===== src/design/pcs_pkg.sv =====
// Shared types, constants and mask functions of the PCI configuration space write block.
package pcs_pkg;

	localparam int SPACE_BYTES = 256;
	localparam int NUM_BARS    = 6;

	localparam int LANES     = 4;
	localparam int ADDR_W    = $clog2(SPACE_BYTES);
	localparam int WORD_W    = ADDR_W - 2;
	localparam int WORDS     = SPACE_BYTES / LANES;
	localparam int BAR_IDX_W = (NUM_BARS > 1) ? $clog2(NUM_BARS) : 1;
	localparam int TYPE_W    = 24;
	localparam int SIZE_W    = 5;
	localparam int IDX_W     = 3;
	localparam int CFG_DATA_W = 24;

	// Register indexes on the configuration port
	localparam logic [IDX_W-1:0] REG_ROM   = 3'd6;
	localparam logic [IDX_W-1:0] REG_TYPES = 3'd7;

	// Item opcodes
	localparam logic OP_WRITE   = 1'b0;
	localparam logic OP_PRELOAD = 1'b1;

	// Address map
	localparam logic [7:0] BAR_BASE   = 8'h10;
	localparam logic [8:0] BAR_END    = 9'(16 + 4 * NUM_BARS);
	localparam logic [7:0] ROM_BASE   = 8'h30;
	localparam logic [7:0] ROM_END    = 8'h34;
	localparam logic [7:0] CMD_END    = 8'h06;
	localparam logic [8:0] CMD_LO     = 9'h004;
	localparam logic [7:0] HDR_ADDR   = 8'h0e;
	localparam logic [7:0] HDR_MULTI  = 8'h80;
	localparam logic [1:0] HDR_LANE   = HDR_ADDR[1:0];
	localparam logic [WORD_W-1:0] HDR_WORD = HDR_ADDR[ADDR_W-1:2];

	typedef struct packed {
		logic        opcode;
		logic [7:0]  offset;
		logic [31:0] write_data;
		logic [2:0]  byte_count;
	} req_t;

	typedef struct packed {
		logic       remap_needed;
		logic [2:0] bytes_stored;
	} rsp_t;

	typedef struct packed {
		logic [NUM_BARS-1:0][SIZE_W-1:0] bar_size;
		logic [SIZE_W-1:0]               rom_size;
		logic [TYPE_W-1:0]               bar_types;
	} cfg_t;

	typedef struct packed {
		logic              en;
		logic [WORD_W-1:0] word;
		logic [7:0]        data;
	} lane_wr_t;

	// Bytes shared by both header layouts that a config write may not touch
	function automatic logic locked_common(input logic [8:0] a);
		return (a <= 9'h003) || (a >= 9'h008 && a <= 9'h00b) || (a == 9'h00e) ||
			(a == 9'h03d);
	endfunction

	function automatic logic locked_type0(input logic [8:0] a);
		return locked_common(a) || (a >= 9'h010 && a <= 9'h027) ||
			(a >= 9'h030 && a <= 9'h033);
	endfunction

	function automatic logic locked_type1(input logic [8:0] a);
		return locked_common(a) || (a >= 9'h038 && a <= 9'h03b);
	endfunction

endpackage


===== src/design/pci_config_space_write.sv =====
// Top level of the PCI configuration space write block.
// Path: an accepted item waits in stage 1 for the header byte, then moves to the result register.
// Throughput: one item per cycle unless rsp_ready stalls; the header byte from lane memory 2 is
//   forwarded from a write in the same cycle, so back-to-back items never wait on the store.
// Reset: clears the configuration registers and the valid flags; the byte store is not cleared.
//   The user must have every entry preloaded before it is read; the block does not enforce this.
module pci_config_space_write (
	input  logic                           clk,
	input  logic                           arst_n,
	input  logic                           cfg_wr_en,
	input  logic [pcs_pkg::IDX_W-1:0]      cfg_index,
	input  logic [pcs_pkg::CFG_DATA_W-1:0] cfg_wr_data,
	input  logic                           req_valid,
	output logic                           req_ready,
	input  pcs_pkg::req_t                  req,
	output logic                           rsp_valid,
	input  logic                           rsp_ready,
	output pcs_pkg::rsp_t                  rsp
);

	pcs_pkg::cfg_t                          cfg;
	pcs_pkg::req_t                          s1_q;
	logic                                   s1_valid_q;
	logic                                   s1_adv;
	logic                                   accept;
	logic [7:0]                             hdr;
	pcs_pkg::lane_wr_t [pcs_pkg::LANES-1:0] wr_dec;
	pcs_pkg::lane_wr_t [pcs_pkg::LANES-1:0] wr;
	pcs_pkg::rsp_t                          rsp_dec;
	pcs_pkg::rsp_t                          rsp_q;
	logic                                   rsp_valid_q;

	pcs_cfg_regs u_cfg (
		.clk         (clk),
		.arst_n      (arst_n),
		.cfg_wr_en   (cfg_wr_en),
		.cfg_index   (cfg_index),
		.cfg_wr_data (cfg_wr_data),
		.cfg         (cfg)
	);

	// Stage 1 advances into the result register when that register is free or being drained
	assign s1_adv    = s1_valid_q && (!rsp_valid_q || rsp_ready);
	assign req_ready = !s1_valid_q || s1_adv;
	assign accept    = req_valid && req_ready;

	// Hold the item in stage 1 while the header byte comes back from the store
	always_ff @(posedge clk or negedge arst_n) begin
		if (!arst_n) begin
			s1_valid_q <= 1'b0;
		end else if (accept) begin
			s1_valid_q <= 1'b1;
		end else if (s1_adv) begin
			s1_valid_q <= 1'b0;
		end
	end

	always_ff @(posedge clk) begin
		if (accept) begin
			s1_q <= req;
		end
	end

	pcs_write_unit u_dec (
		.req (s1_q),
		.hdr (hdr),
		.cfg (cfg),
		.wr  (wr_dec),
		.rsp (rsp_dec)
	);

	// Commit the byte writes only as the item leaves stage 1
	always_comb begin
		wr = wr_dec;
		for (int l = 0; l < pcs_pkg::LANES; l++) begin
			wr[l].en = wr_dec[l].en && s1_adv;
		end
	end

	pcs_store u_store (
		.clk       (clk),
		.wr        (wr),
		.hdr_rd_en (accept),
		.hdr_q     (hdr)
	);

	// Result register: parts the store pipeline from the consumer
	always_ff @(posedge clk or negedge arst_n) begin
		if (!arst_n) begin
			rsp_valid_q <= 1'b0;
		end else if (s1_adv) begin
			rsp_valid_q <= 1'b1;
		end else if (rsp_ready) begin
			rsp_valid_q <= 1'b0;
		end
	end

	always_ff @(posedge clk) begin
		if (s1_adv) begin
			rsp_q <= rsp_dec;
		end
	end

	assign rsp_valid = rsp_valid_q;
	assign rsp       = rsp_q;

	a_adv_gives_rsp: assert property (@(posedge clk) disable iff (!arst_n)
		s1_adv |=> rsp_valid)
		else $error("stage 1 advanced without a result");

	a_count_bound: assert property (@(posedge clk) disable iff (!arst_n)
		rsp_valid |-> (rsp.bytes_stored <= 3'd4))
		else $error("byte count above four");

	a_preload_rsp: assert property (@(posedge clk) disable iff (!arst_n)
		(s1_adv && (s1_q.opcode == pcs_pkg::OP_PRELOAD)) |=>
			(!rsp.remap_needed && (rsp.bytes_stored <= 3'd1)))
		else $error("preload result out of range");

	a_no_write_idle: assert property (@(posedge clk) disable iff (!arst_n)
		!s1_adv |-> (wr[0].en == 1'b0 && wr[1].en == 1'b0 && wr[2].en == 1'b0 &&
			wr[3].en == 1'b0))
		else $error("store written without an item leaving stage 1");

endmodule


===== src/design/pcs_cfg_regs.sv =====
// Configuration register file: region sizes and type codes.
module pcs_cfg_regs (
	input  logic                          clk,
	input  logic                          arst_n,
	input  logic                          cfg_wr_en,
	input  logic [pcs_pkg::IDX_W-1:0]     cfg_index,
	input  logic [pcs_pkg::CFG_DATA_W-1:0] cfg_wr_data,
	output pcs_pkg::cfg_t                 cfg
);

	pcs_pkg::cfg_t cfg_q;

	always_ff @(posedge clk or negedge arst_n) begin
		if (!arst_n) begin
			cfg_q <= '0;
		end else if (cfg_wr_en) begin
			if (cfg_index < pcs_pkg::IDX_W'(pcs_pkg::NUM_BARS)) begin
				cfg_q.bar_size[cfg_index[pcs_pkg::BAR_IDX_W-1:0]] <=
					cfg_wr_data[pcs_pkg::SIZE_W-1:0];
			end else if (cfg_index == pcs_pkg::REG_ROM) begin
				cfg_q.rom_size <= cfg_wr_data[pcs_pkg::SIZE_W-1:0];
			end else if (cfg_index == pcs_pkg::REG_TYPES) begin
				cfg_q.bar_types <= cfg_wr_data[pcs_pkg::TYPE_W-1:0];
			end
		end
	end

	assign cfg = cfg_q;

endmodule


===== src/design/pcs_store.sv =====
// Configuration byte store: four byte-lane memories with a header read port.
module pcs_store (
	input  logic                                clk,
	input  pcs_pkg::lane_wr_t [pcs_pkg::LANES-1:0] wr,
	input  logic                                hdr_rd_en,
	output logic [7:0]                          hdr_q
);

	logic [7:0] mem_q [pcs_pkg::LANES][pcs_pkg::WORDS];
	logic       hdr_fwd;

	always_ff @(posedge clk) begin
		for (int l = 0; l < pcs_pkg::LANES; l++) begin
			if (wr[l].en) begin
				mem_q[l][wr[l].word] <= wr[l].data;
			end
		end
	end

	// A write to the header byte in the same cycle wins over the stored value
	assign hdr_fwd = wr[pcs_pkg::HDR_LANE].en &&
		(wr[pcs_pkg::HDR_LANE].word == pcs_pkg::HDR_WORD);

	always_ff @(posedge clk) begin
		if (hdr_rd_en) begin
			hdr_q <= hdr_fwd ? wr[pcs_pkg::HDR_LANE].data
				: mem_q[pcs_pkg::HDR_LANE][pcs_pkg::HDR_WORD];
		end
	end

endmodule


===== src/design/pcs_write_unit.sv =====
// Write decode: region masking, read-only masking and byte-lane steering.
module pcs_write_unit (
	input  pcs_pkg::req_t                      req,
	input  logic [7:0]                         hdr,
	input  pcs_pkg::cfg_t                      cfg,
	output pcs_pkg::lane_wr_t [pcs_pkg::LANES-1:0] wr,
	output pcs_pkg::rsp_t                      rsp
);

	logic [2:0]                     cnt_sat;
	logic                           bar_hit;
	logic                           rom_hit;
	logic [7:0]                     bar_rel;
	logic [pcs_pkg::BAR_IDX_W-1:0]  slot;
	logic [pcs_pkg::SIZE_W-1:0]     lg;
	logic                           region_take;
	logic [31:0]                    size_mask;
	logic [31:0]                    val_eff;
	logic                           type0;
	logic [1:0]                     idx   [pcs_pkg::LANES];
	logic [8:0]                     addr  [pcs_pkg::LANES];
	logic [pcs_pkg::LANES-1:0]      lane_en;

	assign cnt_sat = (req.byte_count > 3'd4) ? 3'd4 : req.byte_count;
	assign bar_hit = (req.offset >= pcs_pkg::BAR_BASE) && ({1'b0, req.offset} < pcs_pkg::BAR_END);
	assign rom_hit = (req.offset >= pcs_pkg::ROM_BASE) && (req.offset < pcs_pkg::ROM_END);
	assign bar_rel = req.offset - pcs_pkg::BAR_BASE;
	assign slot    = bar_rel[2 +: pcs_pkg::BAR_IDX_W];
	assign lg      = rom_hit ? cfg.rom_size : cfg.bar_size[slot];

	assign region_take = (req.opcode == pcs_pkg::OP_WRITE) && (cnt_sat == 3'd4) &&
		(bar_hit || rom_hit) && (lg != '0);

	assign size_mask = ~((32'd1 << lg) - 32'd1);

	always_comb begin
		if (!region_take) begin
			val_eff = req.write_data;
		end else if (rom_hit) begin
			val_eff = req.write_data & (size_mask | 32'd1);
		end else begin
			val_eff = (req.write_data & size_mask) |
				{28'd0, cfg.bar_types[4 * slot +: 4]};
		end
	end

	assign type0 = (hdr == 8'h00) || (hdr == pcs_pkg::HDR_MULTI);

	// Each lane takes at most one byte of the item
	for (genvar l = 0; l < pcs_pkg::LANES; l++) begin : g_lane
		logic take;
		assign idx[l]  = 2'(l) - req.offset[1:0];
		assign addr[l] = {1'b0, req.offset} + 9'(idx[l]);
		always_comb begin
			if (req.opcode == pcs_pkg::OP_PRELOAD) begin
				take = (idx[l] == 2'd0);
			end else if (region_take) begin
				take = 1'b1;
			end else begin
				take = ({1'b0, idx[l]} < cnt_sat) &&
					!(type0 ? pcs_pkg::locked_type0(addr[l]) : pcs_pkg::locked_type1(addr[l]));
			end
		end
		assign lane_en[l] = take && (addr[l] < 9'(pcs_pkg::SPACE_BYTES));
		assign wr[l].en   = lane_en[l];
		assign wr[l].word = addr[l][pcs_pkg::ADDR_W-1:2];
		assign wr[l].data = val_eff[8 * idx[l] +: 8];
	end

	always_comb begin
		rsp.bytes_stored = 3'(lane_en[0]) + 3'(lane_en[1]) + 3'(lane_en[2]) + 3'(lane_en[3]);
		if (req.opcode == pcs_pkg::OP_PRELOAD) begin
			rsp.remap_needed = 1'b0;
		end else if (region_take) begin
			rsp.remap_needed = 1'b1;
		end else begin
			// Access covers a byte of the command register
			rsp.remap_needed = (cnt_sat != 3'd0) &&
				(({1'b0, req.offset} + 9'(cnt_sat)) > pcs_pkg::CMD_LO) &&
				(req.offset < pcs_pkg::CMD_END);
		end
	end

endmodule


===== config.mk =====
export PLATFORM = sky130hd
export DESIGN_NAME = pci_config_space_write
export DESIGN_NICKNAME = d
export VERILOG_FILES = /design/src/design/pcs_pkg.sv /design/src/design/pci_config_space_write.sv /design/src/design/pcs_cfg_regs.sv /design/src/design/pcs_store.sv /design/src/design/pcs_write_unit.sv
export SDC_FILE = /design/constraint.sdc
export NUM_CORES = 1
export LEC_CHECK = 0
export BUFFER_PORTS_ARGS = -buffer_cell sky130_fd_sc_hd__buf_2
export CAP_MARGIN = 40
export CORE_MARGIN = 2
export CORE_UTILIZATION = 61
export CTS_BUF_LIST = sky130_fd_sc_hd__clkbuf_2 sky130_fd_sc_hd__clkbuf_4 sky130_fd_sc_hd__clkbuf_8
export DETAILED_ROUTE_END_ITERATION = 10
export GPL_ROUTABILITY_DRIVEN = 1
export PLACE_DENSITY = 0.8
export SETUP_SLACK_MARGIN = 0.02
export SYNTH_ARGS = -nofsm -noshare
export SYNTH_HDL_FRONTEND = slang
export SYNTH_SLANG_ARGS = --single-unit

===== constraint.sdc =====
create_clock -name clk -period 4.9 [get_ports clk]
set_clock_uncertainty 0.2 [all_clocks]
set_input_delay 0.735 -clock clk [delete_from_list [all_inputs] [get_ports clk]]
set_output_delay 0.735 -clock clk [all_outputs]
set_load 0.05 [all_outputs]

==> impl_metrics.toml <==
[status]
outcome = "finished, final reports clean"

[finish]
fin_nets = 774
area_growth_syn_to_layout_pct = 16.21
fillCellCount = 781
drive_gt1_frac = 0.3449
antenna_cells = 0

[synthesis]
synth_top_cell_by_area = "edfxtp_1"
ys_async_sr_fraction = 0.5126
syn_area_sq_um = 6715
synth-main-ff-cell = "dfrtp_1"
synth_edf_count = 58
netlist_instances = 585
yosys.area.top_type_share = 0.2594
synth_common_cells = "mux2_2 (82), dfrtp_1 (61), edfxtp_1 (58), nand2_1 (45), nor2_1 (28)"
syn-num-nets = 682
yosys.cell_count.top_type = "mux2_2"
ys_ff_latch = 119
synth_area_leaders = "edfxtp_1 (26%), dfrtp_1 (23%), mux2_2 (14%)"
yosysSeqAreaShare = 0.4867
synth.distinct_cells = 67
ys_warn_count = 0
avgSynthCellArea_sq_um = 11.48

[worst_setup_path]
critPathTopFamily = "simple AND/OR/NAND/NOR gates"
crit_cells = 14
worst_r2r_path_depth = 14
arrival_ns = 4.46
cpMaxStageDelayCell = "or3_1"
startpoint_type = "flop"
crit_buf_inv = 2
critPathCaptureType = "flop"
max_stage_delay_ns = 0.50
cp.required_ns = 4.91
critPathKind = "flop to flop"
cp_common_cell = "or3_1"
crit_fanout = 29
crit_chain = "buf_12, or3_1, or3_1, buf_4, mux2i_1, a2111oi_4, nand3_1, ha_1, or2_2, nor3_1, o211ai_1, a41o_1, o32a_1, mux2_2"

[global_routing]
grt-ovfl-total = 0
grt_max_degree = 62
antenna_found_initial = 0
grt_first_pass_wirelength_mm = 26.09
grt_usage = 0.2928
grt_pass1_vias = 5164

[timing]
tns_ns = 0
max_slew_margin = 0.3968
holdWs_ns = 0.2427
fin_crit_ns = 4.457
fmax_mhz = 224.3
rsz0062_at_grt = "no"
setup_viol = 0
worst_pin_slew_ns = 0.9029
post-route-period-util = 0.9097
slew_violations = 0
finalHoldViolCount = 0

[clock_network]
cts_buffers = 17
cts_resized = 0
cts_setup_buffers = 0
clk_latency_ns = 0.45
cts_tree = "yes"
hold_buffers = 0
clock_sinks = 119
root_buffer = "clkbuf_8"
cts.clk_slew.worst_paths_ns = 0.07
cts_max_path_buffers = 2
h-tree-depth = 4

[floorplanning]
die-area_sq_um = 11860
boundaryPins = 82
start_util = 0.6222
rows = 38
die_y_um = 108.9
die_w_um = 108.9
design.core.area_sq_um = 10790

[pwr]
sequentialPowerShare = 0.431
comb_power_share = 0.242
p_sw_w = 0.0008793
leakagePower_nw = 3.191
cell_internal_pwr_w = 0.002069
ir_drop_mv = 0.3790
pwr_density_cell_nw_per_um2 = 377.8
p_clk_frac = 0.326
swShare = 0.2983

[route]
vias = 5185
ant_nets = 0
vias_per_cell = 6.247
drt_wl_total_mm = 16.08
avgRoutedWirePerCell_um = 19.37
first_pass_iters = 5
drc_errors = 0
drt_iter0_drc = 371

[job]
max-cap-violations = 0

[min_path]
hold_path_class = "primary input to async pin"

[placement]
portBuffers = 77
gp_congestion = 0.9703
hpwlAfterDp_mm = 11.40
## cell type report
cell class	instances	area (sq um)	area share
clock buffers	21	282.8	0.03624
repair buffers	106	628.1	0.08049
clock inverters	11	145.1	0.01860
flip-flops and latches	119	3268	0.4188
multi-input cells	415	3237	0.4148
well taps	140	175.2	0.02245
inverters	18	67.56	0.008658
## stage by stage
step	instances	cell area (sq um)	util	power, W	worst slack, ns
2_1_floorplan	585	6715	-	0.001757	0.6619
3_3_place_gp	797	7356	0.6815	0.001954	0.5288
3_5_place_dp	798	7376	0.6834	0.001990	0.5152
4_1_cts	830	7804	0.7230	0.002952	0.4900
5_1_grt	830	7804	0.7230	0.003078	0.2242
6_report	830	7804	0.7230	0.002948	0.4427
## worst paths after layout
check	start	slack, ns	end
min in group clk	req[28]	0.25	s1_q[28]$_DFFE_PP_
max reg2reg	s1_q[37]$_DFFE_PP_	0.44	u_store.hdr_q[0]$_DFFE_PP_
max in group asynchronous	arst_n	3.74	u_cfg.cfg[20]$_DFFE_PN0P_
min reg2reg	s1_valid_q$_DFFE_PN0P_	0.30	rsp_valid$_DFFE_PN0P_
max	s1_q[37]$_DFFE_PP_	0.44	u_store.hdr_q[0]$_DFFE_PP_
min	arst_n	0.24	u_cfg.cfg[54]$_DFFE_PN0P_
## cells in the final DEF (no fill, tap or decap), drive strengths merged, types with 13 or more instances in the layout
master  instances
nor2           28
inv            19
mux2           83
clkbuf         21
nand2          45
a21oi          26
buf           106
nand3          16
dfrtp          61
xnor2          13
edfxtp         58
o21ai          22
ha             19
## kinds of logic (layout without fill, tap and decap cells)
family          count (synthesis)  in the layout  share of synthesized area
flops                         119            119                     0.4867
fa+ha+maj                      21             21                    0.04136
xor+xnor                       16             16                    0.02087
compound gates                127            127                     0.1353
simple gates                  153            153                     0.1137
buf+inv                        51            156                    0.03149
mux                            98             98                     0.1707
## power by group through the flow
stage	clock network, W	logic (W)	registers [W]
floorplan	0	0.000475	0.00128
global placement	0	0.000675	0.00128
detailed placement	0	0.000700	0.00129
CTS	0.000975	0.000706	0.00127
global route	0.00101	0.000778	0.00129
finish	0.000962	0.000714	0.00127
## registers in the layout, indices dropped and copies added (netlist names)
signal and count:
rsp 4, rsp_valid 1, s1_q 40, s1_valid_q 1
u_cfg.cfg 59, u_store.hdr_q 7, u_store.mem_q 7
## metal layers
metal	vias up	GRT usage	wire length, um	share of wire
li1	2407	-	-	-
met1	2515	0.3817	6818	0.42
met2	225	0.4685	7789	0.48
met3	38	0.06934	1055	0.066
met4	0	0.1264	417	0.026
met5	-	0	0	0
## worst reg2reg max path, cell delays in order (launching register included)
cell and delay (ns):
edfxtp_1 0.41, buf_12 0.19, or3_1 0.38, or3_1 0.50, buf_4 0.24, mux2i_1 0.16, a2111oi_4 0.28, nand3_1 0.12
ha_1 0.30, or2_2 0.38, nor3_1 0.23, o211ai_1 0.14, a41o_1 0.26, o32a_1 0.17, mux2_2 0.26
Note: power is estimated with default switching activity, not from simulation.
